**src/hw/rtl/lcs_pkg.sv**
```systemverilog
// Shared types and constants for the line centroid steering block.
// Used by lcs_ctrl, lcs_dp, line_centroid_steering, steer_checker and tb_top; depends on nothing.
package lcs_pkg;

	// Frame geometry and accumulator sizes
	localparam int COL_W = 12;
	localparam int CNT_W = 25;
	localparam int SUM_W = 37;
	localparam int QUO_W = 12;

	localparam logic [12:0]      MAX_WIDTH_C = 13'd4096;
	localparam logic [CNT_W-1:0] COUNT_MAX   = {CNT_W{1'b1}};
	localparam logic [SUM_W-1:0] SUM_MAX     = {SUM_W{1'b1}};

	// Register reset values
	localparam logic [12:0] RST_FRAME_WIDTH = 13'd640;
	localparam logic [7:0]  RST_SAT_THR     = 8'd239;
	localparam logic [9:0]  RST_BASE_SPEED  = 10'd300;
	localparam logic [15:0] RST_STEER_GAIN  = 16'd256;
	localparam logic [14:0] RST_DRIVE_LIMIT = 15'd255;

	// Register indexes on the write port
	typedef enum logic [2:0] {
		CFG_FRAME_WIDTH = 3'd0,
		CFG_SAT_THR     = 3'd1,
		CFG_BASE_SPEED  = 3'd2,
		CFG_STEER_GAIN  = 3'd3,
		CFG_DRIVE_LIMIT = 3'd4
	} lcs_cfg_idx_t;

	// Configuration register file contents
	typedef struct packed {
		logic [12:0] frame_width;
		logic [7:0]  sat_thr;
		logic [9:0]  base_speed;
		logic [15:0] steer_gain;
		logic [14:0] drive_limit;
	} lcs_cfg_t;

	// Controller to datapath commands
	typedef struct packed {
		logic pix_take;
		logic acc_load;
		logic div_step;
		logic err_load;
		logic mul_load;
		logic out_load;
	} lcs_cmd_t;

endpackage

```
**src/hw/rtl/lcs_ctrl.sv**
```systemverilog
// Sequencer for the line centroid steering block: pixel phase, end-of-frame
// divide, error, multiply and drive steps. Depends on lcs_pkg.
module lcs_ctrl import lcs_pkg::*; (
	input  logic     clk,
	input  logic     arst_n,
	input  logic     s_tvalid,
	input  logic     s_tlast,
	output logic     s_tready,
	input  logic     m_tready,
	output logic     m_tvalid,
	output lcs_cmd_t cmd
);

	typedef enum logic [2:0] {
		ST_RUN,
		ST_DRAIN,
		ST_LOAD,
		ST_DIV,
		ST_ERR,
		ST_MUL,
		ST_DRIVE
	} state_t;

	state_t     state_q;
	logic [3:0] step_q;
	logic       m_tvalid_q;

	// Decode commands from the state
	always_comb begin
		s_tready     = (state_q == ST_RUN);
		cmd.pix_take = s_tvalid && (state_q == ST_RUN);
		cmd.acc_load = (state_q == ST_LOAD);
		cmd.div_step = (state_q == ST_DIV);
		cmd.err_load = (state_q == ST_ERR);
		cmd.mul_load = (state_q == ST_MUL);
		cmd.out_load = (state_q == ST_DRIVE) && (!m_tvalid_q || m_tready);
	end

	assign m_tvalid = m_tvalid_q;

	// Advance state, divide step count and result valid
	always_ff @(posedge clk or negedge arst_n) begin
		if (!arst_n) begin
			state_q    <= ST_RUN;
			step_q     <= '0;
			m_tvalid_q <= 1'b0;
		end else begin
			if (cmd.out_load) begin
				m_tvalid_q <= 1'b1;
			end else if (m_tready) begin
				m_tvalid_q <= 1'b0;
			end
			case (state_q)
				ST_RUN: begin
					if (cmd.pix_take && s_tlast) begin
						state_q <= ST_DRAIN;
					end
				end
				ST_DRAIN: begin
					state_q <= ST_LOAD;
				end
				ST_LOAD: begin
					step_q  <= 4'(QUO_W - 1);
					state_q <= ST_DIV;
				end
				ST_DIV: begin
					if (step_q == 4'd0) begin
						state_q <= ST_ERR;
					end else begin
						step_q <= step_q - 4'd1;
					end
				end
				ST_ERR: begin
					state_q <= ST_MUL;
				end
				ST_MUL: begin
					state_q <= ST_DRIVE;
				end
				ST_DRIVE: begin
					if (cmd.out_load) begin
						state_q <= ST_RUN;
					end
				end
				default: begin
					state_q <= ST_RUN;
				end
			endcase
		end
	end

`ifndef NO_ASSERTIONS
	a_eof_stalls_input: assert property (@(posedge clk) disable iff (!arst_n)
		(s_tvalid && s_tready && s_tlast) |=> !s_tready)
		else $error("input taken right after end of frame");
	a_div_then_err: assert property (@(posedge clk) disable iff (!arst_n)
		(state_q == ST_DIV && step_q == 4'd0) |=> cmd.err_load)
		else $error("divide did not hand over to error step");
	a_out_load_free: assert property (@(posedge clk) disable iff (!arst_n)
		cmd.out_load |-> (!m_tvalid || m_tready))
		else $error("result overwritten before it was taken");
	a_valid_from_load: assert property (@(posedge clk) disable iff (!arst_n)
		$rose(m_tvalid) |-> $past(cmd.out_load))
		else $error("result valid without a load");
`endif

endmodule

```
**src/hw/rtl/lcs_dp.sv**
```systemverilog
// Datapath of the line centroid steering block: saturation mark, column
// accumulators, restoring divider, error, gain product and clamps. Depends on lcs_pkg.
module lcs_dp import lcs_pkg::*; (
	input  logic        clk,
	input  logic        arst_n,
	input  lcs_cfg_t    cfg,
	input  lcs_cmd_t    cmd,
	input  logic [7:0]  blue,
	input  logic [7:0]  green,
	input  logic [7:0]  red,
	input  logic        eof,
	output logic [15:0] left_drive,
	output logic [15:0] right_drive,
	output logic [11:0] centroid_x,
	output logic [12:0] steer_error,
	output logic        no_line
);

	logic [12:0]       eff_w;
	logic [COL_W-1:0]  col_q, col_cur, col_next;
	logic [12:0]       col_inc;
	logic [7:0]        mx, mn, diff;
	logic [16:0]       sat_lhs, sat_rhs;
	logic [15:0]       thr_mx;
	logic              mark;

	logic              valid_s1, mark_s1;
	logic [COL_W-1:0]  col_s1;

	logic [CNT_W-1:0]  count_q;
	logic [SUM_W-1:0]  sum_q;
	logic [SUM_W:0]    sum_ext;

	logic [SUM_W-1:0]  rem_q;
	logic [SUM_W-2:0]  dsh_q;
	logic [QUO_W-1:0]  quo_q;
	logic              ovf_q, nol_q;
	logic              ge;

	logic [11:0]        cx_c;
	logic [11:0]        cx_q;
	logic signed [12:0] err_q;
	logic [11:0]        cx_out_q;
	logic signed [12:0] err_out_q;
	logic               nol_out_q;
	logic signed [29:0] prod_c, prod_q, prod_adj;
	logic signed [21:0] corr;
	logic signed [22:0] right_raw, lim, nlim, right_c;
	logic [15:0]        left_c;
	logic [15:0]        left_q, right_q;

	// Clip frame width to the supported span
	always_comb begin
		if (cfg.frame_width == 13'd0) begin
			eff_w = 13'd1;
		end else if (cfg.frame_width > MAX_WIDTH_C) begin
			eff_w = MAX_WIDTH_C;
		end else begin
			eff_w = cfg.frame_width;
		end
	end

	// Wrap the column counter at the frame width
	always_comb begin
		col_cur  = ({1'b0, col_q} >= eff_w) ? '0 : col_q;
		col_inc  = {1'b0, col_cur} + 13'd1;
		col_next = (col_inc >= eff_w) ? '0 : col_inc[COL_W-1:0];
	end

	// Mark a pixel when round(255*(max-min)/max) reaches the threshold
	always_comb begin
		mx = blue;
		mn = blue;
		if (green > mx) mx = green;
		if (red > mx) mx = red;
		if (green < mn) mn = green;
		if (red < mn) mn = red;
		diff    = mx - mn;
		sat_lhs = 17'(diff) * 17'd510 + 17'(mx);
		thr_mx  = cfg.sat_thr * mx;
		sat_rhs = {thr_mx, 1'b0};
		mark    = (cfg.sat_thr == 8'd0) || ((mx != 8'd0) && (sat_lhs >= sat_rhs));
	end

	// Register the mark and column; hold the column counter
	always_ff @(posedge clk or negedge arst_n) begin
		if (!arst_n) begin
			col_q    <= '0;
			valid_s1 <= 1'b0;
		end else begin
			valid_s1 <= cmd.pix_take;
			if (cmd.pix_take) begin
				col_q <= eof ? '0 : col_next;
			end
		end
	end

	always_ff @(posedge clk) begin
		if (cmd.pix_take) begin
			mark_s1 <= mark;
			col_s1  <= col_cur;
		end
	end

	assign sum_ext = {1'b0, sum_q} + (SUM_W+1)'(col_s1);

	// Accumulate marked pixels with saturation; clear at frame end
	always_ff @(posedge clk or negedge arst_n) begin
		if (!arst_n) begin
			count_q <= '0;
			sum_q   <= '0;
		end else if (cmd.acc_load) begin
			count_q <= '0;
			sum_q   <= '0;
		end else if (valid_s1 && mark_s1) begin
			if (count_q != COUNT_MAX) begin
				count_q <= count_q + 1'b1;
			end
			sum_q <= sum_ext[SUM_W] ? SUM_MAX : sum_ext[SUM_W-1:0];
		end
	end

	assign ge = (rem_q >= {1'b0, dsh_q});

	// Restoring divide, one quotient bit a cycle, MSB first
	always_ff @(posedge clk) begin
		if (cmd.acc_load) begin
			rem_q <= sum_q;
			dsh_q <= {count_q, {(QUO_W-1){1'b0}}};
			quo_q <= '0;
			nol_q <= (count_q == '0);
			ovf_q <= (sum_q >= {count_q, {QUO_W{1'b0}}});
		end else if (cmd.div_step) begin
			if (ge) begin
				rem_q <= rem_q - {1'b0, dsh_q};
			end
			dsh_q <= dsh_q >> 1;
			quo_q <= {quo_q[QUO_W-2:0], ge};
		end
	end

	// Centroid with saturation, then error against half width
	always_comb begin
		if (nol_q) begin
			cx_c = '0;
		end else if (ovf_q) begin
			cx_c = 12'hFFF;
		end else begin
			cx_c = quo_q;
		end
	end

	assign prod_c = err_q * $signed({1'b0, cfg.steer_gain});

	// Zero error when no pixel was marked
	always_ff @(posedge clk) begin
		if (cmd.err_load) begin
			cx_q  <= cx_c;
			err_q <= nol_q ? 13'sd0
				: ($signed({1'b0, cx_c}) - $signed({1'b0, eff_w[12:1]}));
		end
		if (cmd.mul_load) begin
			prod_q <= prod_c;
		end
	end

	// Truncate correction toward zero, steer and clamp both drives
	always_comb begin
		prod_adj  = prod_q + (prod_q[29] ? 30'sd255 : 30'sd0);
		corr      = prod_adj[29:8];
		right_raw = $signed({13'b0, cfg.base_speed}) - $signed({corr[21], corr});
		lim       = $signed({8'b0, cfg.drive_limit});
		nlim      = -lim;
		if (right_raw < nlim) begin
			right_c = nlim;
		end else if (right_raw > lim) begin
			right_c = lim;
		end else begin
			right_c = right_raw;
		end
		if ({5'b0, cfg.base_speed} > cfg.drive_limit) begin
			left_c = {1'b0, cfg.drive_limit};
		end else begin
			left_c = {6'b0, cfg.base_speed};
		end
	end

	// Load the whole result beat at once so a held beat stays intact
	always_ff @(posedge clk) begin
		if (cmd.out_load) begin
			left_q    <= left_c;
			right_q   <= right_c[15:0];
			cx_out_q  <= cx_q;
			err_out_q <= err_q;
			nol_out_q <= nol_q;
		end
	end

	assign left_drive  = left_q;
	assign right_drive = right_q;
	assign centroid_x  = cx_out_q;
	assign steer_error = err_out_q;
	assign no_line     = nol_out_q;

endmodule

```
**src/hw/rtl/line_centroid_steering.sv**
```systemverilog
// Top level of the line centroid steering block: register file, stream ports,
// controller and datapath. Depends on lcs_pkg, lcs_ctrl and lcs_dp.
//
//  channel  dir  fields
//  s_*      in   tdata: blue[7:0] green[15:8] red[23:16]; tlast: end_of_frame
//  m_*      out  tdata: left[15:0] right[31:16] cx[43:32] err[56:44]; tuser: no_line
//  cfg_*    in   cfg_index selects register, cfg_data holds its value
//
// One pixel is taken per cycle while the frame runs.
// After the end-of-frame pixel input stalls through one drain, one load,
// twelve restoring divide steps, then error, gain multiply and drive clamp.
// The final step waits while a previous result is still held on m_*.
// Reset clears counters, sums and control and loads the register defaults.
module line_centroid_steering import lcs_pkg::*; (
	input  logic        clk,
	input  logic        arst_n,
	input  logic        s_tvalid,
	output logic        s_tready,
	input  logic [23:0] s_tdata,   // blue, green, red
	input  logic        s_tlast,   // end_of_frame
	output logic        m_tvalid,
	input  logic        m_tready,
	output logic [63:0] m_tdata,   // left_drive, right_drive, centroid_x, steer_error, zeros
	output logic        m_tuser,   // no_line
	input  logic        cfg_we,
	input  logic [2:0]  cfg_index,
	input  logic [15:0] cfg_data
);

	lcs_cfg_t    cfg_q;
	lcs_cmd_t    cmd;
	logic [15:0] left_drive, right_drive;
	logic [11:0] centroid_x;
	logic [12:0] steer_error;
	logic        no_line;

	// Write configuration registers
	always_ff @(posedge clk or negedge arst_n) begin
		if (!arst_n) begin
			cfg_q.frame_width <= RST_FRAME_WIDTH;
			cfg_q.sat_thr     <= RST_SAT_THR;
			cfg_q.base_speed  <= RST_BASE_SPEED;
			cfg_q.steer_gain  <= RST_STEER_GAIN;
			cfg_q.drive_limit <= RST_DRIVE_LIMIT;
		end else if (cfg_we) begin
			case (cfg_index)
				CFG_FRAME_WIDTH: cfg_q.frame_width <= cfg_data[12:0];
				CFG_SAT_THR:     cfg_q.sat_thr     <= cfg_data[7:0];
				CFG_BASE_SPEED:  cfg_q.base_speed  <= cfg_data[9:0];
				CFG_STEER_GAIN:  cfg_q.steer_gain  <= cfg_data;
				CFG_DRIVE_LIMIT: cfg_q.drive_limit <= cfg_data[14:0];
				default: begin
				end
			endcase
		end
	end

	lcs_ctrl u_ctrl (
		.clk      (clk),
		.arst_n   (arst_n),
		.s_tvalid (s_tvalid),
		.s_tlast  (s_tlast),
		.s_tready (s_tready),
		.m_tready (m_tready),
		.m_tvalid (m_tvalid),
		.cmd      (cmd)
	);

	lcs_dp u_dp (
		.clk         (clk),
		.arst_n      (arst_n),
		.cfg         (cfg_q),
		.cmd         (cmd),
		.blue        (s_tdata[7:0]),
		.green       (s_tdata[15:8]),
		.red         (s_tdata[23:16]),
		.eof         (s_tlast),
		.left_drive  (left_drive),
		.right_drive (right_drive),
		.centroid_x  (centroid_x),
		.steer_error (steer_error),
		.no_line     (no_line)
	);

	// Pack the result beat
	assign m_tdata = {7'b0, steer_error, centroid_x, right_drive, left_drive};
	assign m_tuser = no_line;

endmodule

```
**config.mk**
```make
export PLATFORM = sky130hd
export DESIGN_NAME = line_centroid_steering
export DESIGN_NICKNAME = d
export VERILOG_FILES = /design/src/hw/rtl/lcs_pkg.sv /design/src/hw/rtl/lcs_ctrl.sv /design/src/hw/rtl/lcs_dp.sv /design/src/hw/rtl/line_centroid_steering.sv
export SDC_FILE = /design/constraint.sdc
export NUM_CORES = 2
export LEC_CHECK = 0
export CORE_MARGIN = 2
export CORE_UTILIZATION = 35
export DETAILED_ROUTE_END_ITERATION = 7
export DONT_BUFFER_PORTS = 1
export HOLD_SLACK_MARGIN = 0.15
export PLACE_DENSITY_LB_ADDON = 0.1
export RECOVER_POWER = 50
export REMOVE_ABC_BUFFERS = 1
export SLEW_MARGIN = 10
export SYNTH_ARGS = -nofsm -noshare
export SYNTH_HDL_FRONTEND = slang
export SYNTH_SLANG_ARGS = --single-unit
```
**constraint.sdc**
```tcl
create_clock -name clk -period 6.95 [get_ports clk]
set_input_delay 0 -clock clk [delete_from_list [all_inputs] [get_ports clk]]
set_output_delay 0 -clock clk [all_outputs]
set_load 0.02 [all_outputs]
```
==> summary.md <==
| Metric | Value |
|---|---|
| Setup_tns | `-1.237 ns` |
| NumNets Final | `4601` |
| H-tree depth | `2` |
| Violations in the final reports | `capacitance limit, slew limit, setup timing` |
| Pin slew with the least headroom to its limit | `4.015 ns` |
| Tightest Hold Check Type | `input port to flop` |
| TritonCTS Buffers | `45` |
| Number of enable-type register cells in the synthesized netlist | `189` |
| Library cell occupying the most area in the post-synthesis netlist | `sky130_fd_sc_hd__edfxtp_1` |
| Routed vias | `26056` |
| Worst hold slack | `0.2697 ns` |
| Setup-violating endpoint count in the final report | `1` |
| Slack of the worst reg-to-reg path | `0.03 ns` |
| Vias in the first global route | `25855` |
| Final WL | `94.27 mm` |
| Crit-path leading delay family | `adder cells` |
| Overall die area | `98930 sq um` |
| Data required time of the critical path | `7.29 ns` |
| Maximum number of pins on one net before global-route repair | `139` |
| Instance count along the most critical hold path | `3` |
| Logic depth of the worst register-to-register path | `24` |
| Starting density of the core | `35.42%` |
| Wire length per cell | `18.03 um` |
| DP Wirelength | `71.69 mm` |
| Maximum single-stage delay on the critical path | `0.54 ns` |
| Endpoint type of the worst setup path | `flop` |
| Die extent in x | `314.5 um` |
| Mean number of vias per cell | `4.982` |
| Detailed-router iteration count before antenna repair | `5` |
| Top area cells in the synthesized netlist | `sky130_fd_sc_hd__edfxtp_1 17%, sky130_fd_sc_hd__ha_1 15%, sky130_fd_sc_hd__fa_1 13%` |
| Skew-Pair Late Insertion Delay | `0.60 ns` |
| Critical R2R Launch | `u_dp.err_q[10]` |
| Synthesis-to-layout area growth | `18.75%` |
| Mapped Cells | `3615` |
| Antenna violations before repair | `7` |
| Post-Syn Area | `33750 sq um` |
| Critical path class | `input port to flop` |
| Share of the cycle needed by the critical path after routing | `117.8%` |
| Arr. time, crit path | `8.52 ns` |
| Unrepaired setup endpoints after global routing | `true` |
| Number of distinct standard cells referenced by the synthesized netlist | `92` |
| Fin. Hold Viols | `0` |
| Ys flop type | `sky130_fd_sc_hd__edfxtp_1` |
| Sequential cell area fraction in the yosys report | `29.01%` |
| Clock sink count | `357` |
| CP startpoint kind | `input port` |
| Run status | `finished, violations left` |
| Startpoint of the worst hold path | `m_tready` |
| Slew Viols, Final | `332` |
| Crit Reg-Reg Endpoint | `u_dp.prod_q[29]` |
| Ys async rst share | `40.62%` |
| Remaining routing DRC violations | `0` |
| Post-Place Cell Area | `37210 sq um` |
| Non-Filler Cell Area, Final | `40080 sq um` |
| Cell mode on critical path | `sky130_fd_sc_hd__a21oi_2` |
| Most common cell after layout, fill and taps aside | `sky130_fd_sc_hd__inv_1` |
| Headroom to the max-slew limit | `-167.7%` |
| Clock-pin slew reported for the worst setup and hold paths after clock tree synthesis | `0.06 ns` |
| Final worst-path setup slack | `-1.237 ns` |
| Slowest cell on the critical path | `sky130_fd_sc_hd__fa_1` |
| Starting DRT DRC Count | `1547` |
| Antenna-violating nets left | `0` |
| Bufs and invs on worst path | `6` |
| Buffer cell driving the clock tree root | `sky130_fd_sc_hd__clkbuf_16` |
| Most frequent cells in the layout | `439 x sky130_fd_sc_hd__inv_1, 399 x sky130_fd_sc_hd__ha_1, 312 x sky130_fd_sc_hd__nand2_1` |
| Maximum clock path buffer count | `3` |
| CTS tree | `built` |
| #FFs+latches synth | `357` |
| Gpl congestion | `0.8405` |
| Congestion Overflow GR | `0` |
| Worst hold endpoint | `u_ctrl.m_tvalid` |
| Syn avg cell area | `9.336 sq um` |
| Max Clock Skew | `0.02633 ns` |
| Number of placement rows | `113` |
| Proportion of layout cells with a drive suffix above 1 | `15.44%` |
| Number of port buffers | `0` |
| Synth top area share | `16.82%` |
| Max-cap check violation count | `7` |
| First-pass GRT wire length | `149.4 mm` |
| Worst setup slack after placement | `-2.656 ns` |
| Core box area | `95290 sq um` |
| Total global routing track utilization | `19.10%` |
| Largest driver fanout on the critical path | `5` |
| Time the worst path needs with I/O delays and setup | `8.187 ns` |
| Number of warning messages in the yosys log | `0` |
| Achievable clock frequency | `122.1 MHz` |
| Die height | `314.5 um` |
| IO Count | `116` |
-- synthesized netlist by cell type (all sizes together) (6+ instances only) --
library cell / number
a211oi: 13
a21boi: 13
a21o: 74
a21oi: 185
a311oi: 11
a31oi: 23
a32o: 6
and2: 135
and3: 29
and4: 8
buf: 20
clkbuf: 108
dfrtp: 123
dfstp: 22
dfxtp: 23
edfxtp: 189
fa: 215
ha: 410
inv: 448
mux2: 55
mux2i: 44
nand2: 316
nand2b: 45
nand3: 84
nand4: 43
nor2: 273
nor2b: 56
nor3: 45
nor4: 24
o211a: 9
o211ai: 10
o21a: 34
o21ai: 179
o21bai: 23
o22ai: 6
o31ai: 11
or2: 11
or3: 18
or4: 8
xnor2: 143
xor2: 54
-- layer usage --
metal | GRT usage (%) | vias to the layer above | part of all wire (%) | wire length [um]
li1 | - | 12940 | - | -
met3 | 2.543 | 78 | 4.2 | 3934
met2 | 28.69 | 419 | 43 | 40190
met4 | 3.398 | 2 | 1.4 | 1339
met1 | 29.31 | 12617 | 52 | 48800
met5 | 0 | - | 0.013 | 12
-- area by class of cell --
class | instances | area, sq um
antenna | 1 | 2.502
multi-input combinational | 2693 | 22480
fill | 9551 | 55220
clock buffer | 60 | 1255
clock inverter | 24 | 254.0
tap | 1265 | 1583
timing repair buffer | 381 | 3018
inverter | 449 | 1693
sequential | 357 | 9793
-- cell families after synthesis --
group / share of synthesized area, %
adders and majority gates: 27.95
and+or+nand+nor: 16.08
muxes: 3.140
AOI/OAI and AO/OA: 12.10
DFF: 29.01
other: 0.01111
buffers and inverters: 6.506
xor gates and xnor gates: 5.202
-- state kept, by name, indices dropped and copies added, names as in the netlist, 15 cells and up --
name,flops
cfg_q,62
u_dp.count_q,25
u_dp.dsh_q,36
u_dp.left_drive,15
u_dp.prod_q,30
u_dp.rem_q,37
u_dp.right_drive,16
u_dp.sum_q,37
-- repair_timing --
item	4_1_cts	5_1_grt
resized for setup	61	118
gates cloned	0	1
setup endpoints to repair	16	30
hold buffers	50	0
endpoints found under the hold margin	248	0
setup buffers	12	22
pin swaps	36	72
-- tightest hold or removal path: cells and delay by family --
| family | cells | cell delay, ns |
|---|---|---|
| and+or+nand+nor | 2 | 0.30 |
| buffers and inverters | 1 | 0.51 |
-- through the flow --
step,util (%),std cells
after CTS,41.54,5206
after global routing,42.05,5229
after global placement,39.05,5060
after floorplan,-,3499
final,42.06,5230
after detailed placement,39.05,5060
-- worst max-delay path by stage --
stage               start           end  slack (ns)  depth (start not counted)
2_1_floorplan  s_tdata[3]  u_dp.mark_s1       -2.84                         52
3_3_place_gp   s_tdata[3]  u_dp.mark_s1       -2.51                         53
3_5_place_dp   s_tdata[3]  u_dp.mark_s1       -2.66                         50
4_1_cts        s_tdata[3]  u_dp.mark_s1       -1.35                         53
5_1_grt        s_tdata[4]  u_dp.mark_s1       -1.77                         53
6_report       s_tdata[4]  u_dp.mark_s1       -1.24                         51
Power is not shown: default switching activity piles up to over one toggle a cycle in this logic, so the estimate is an artifact.
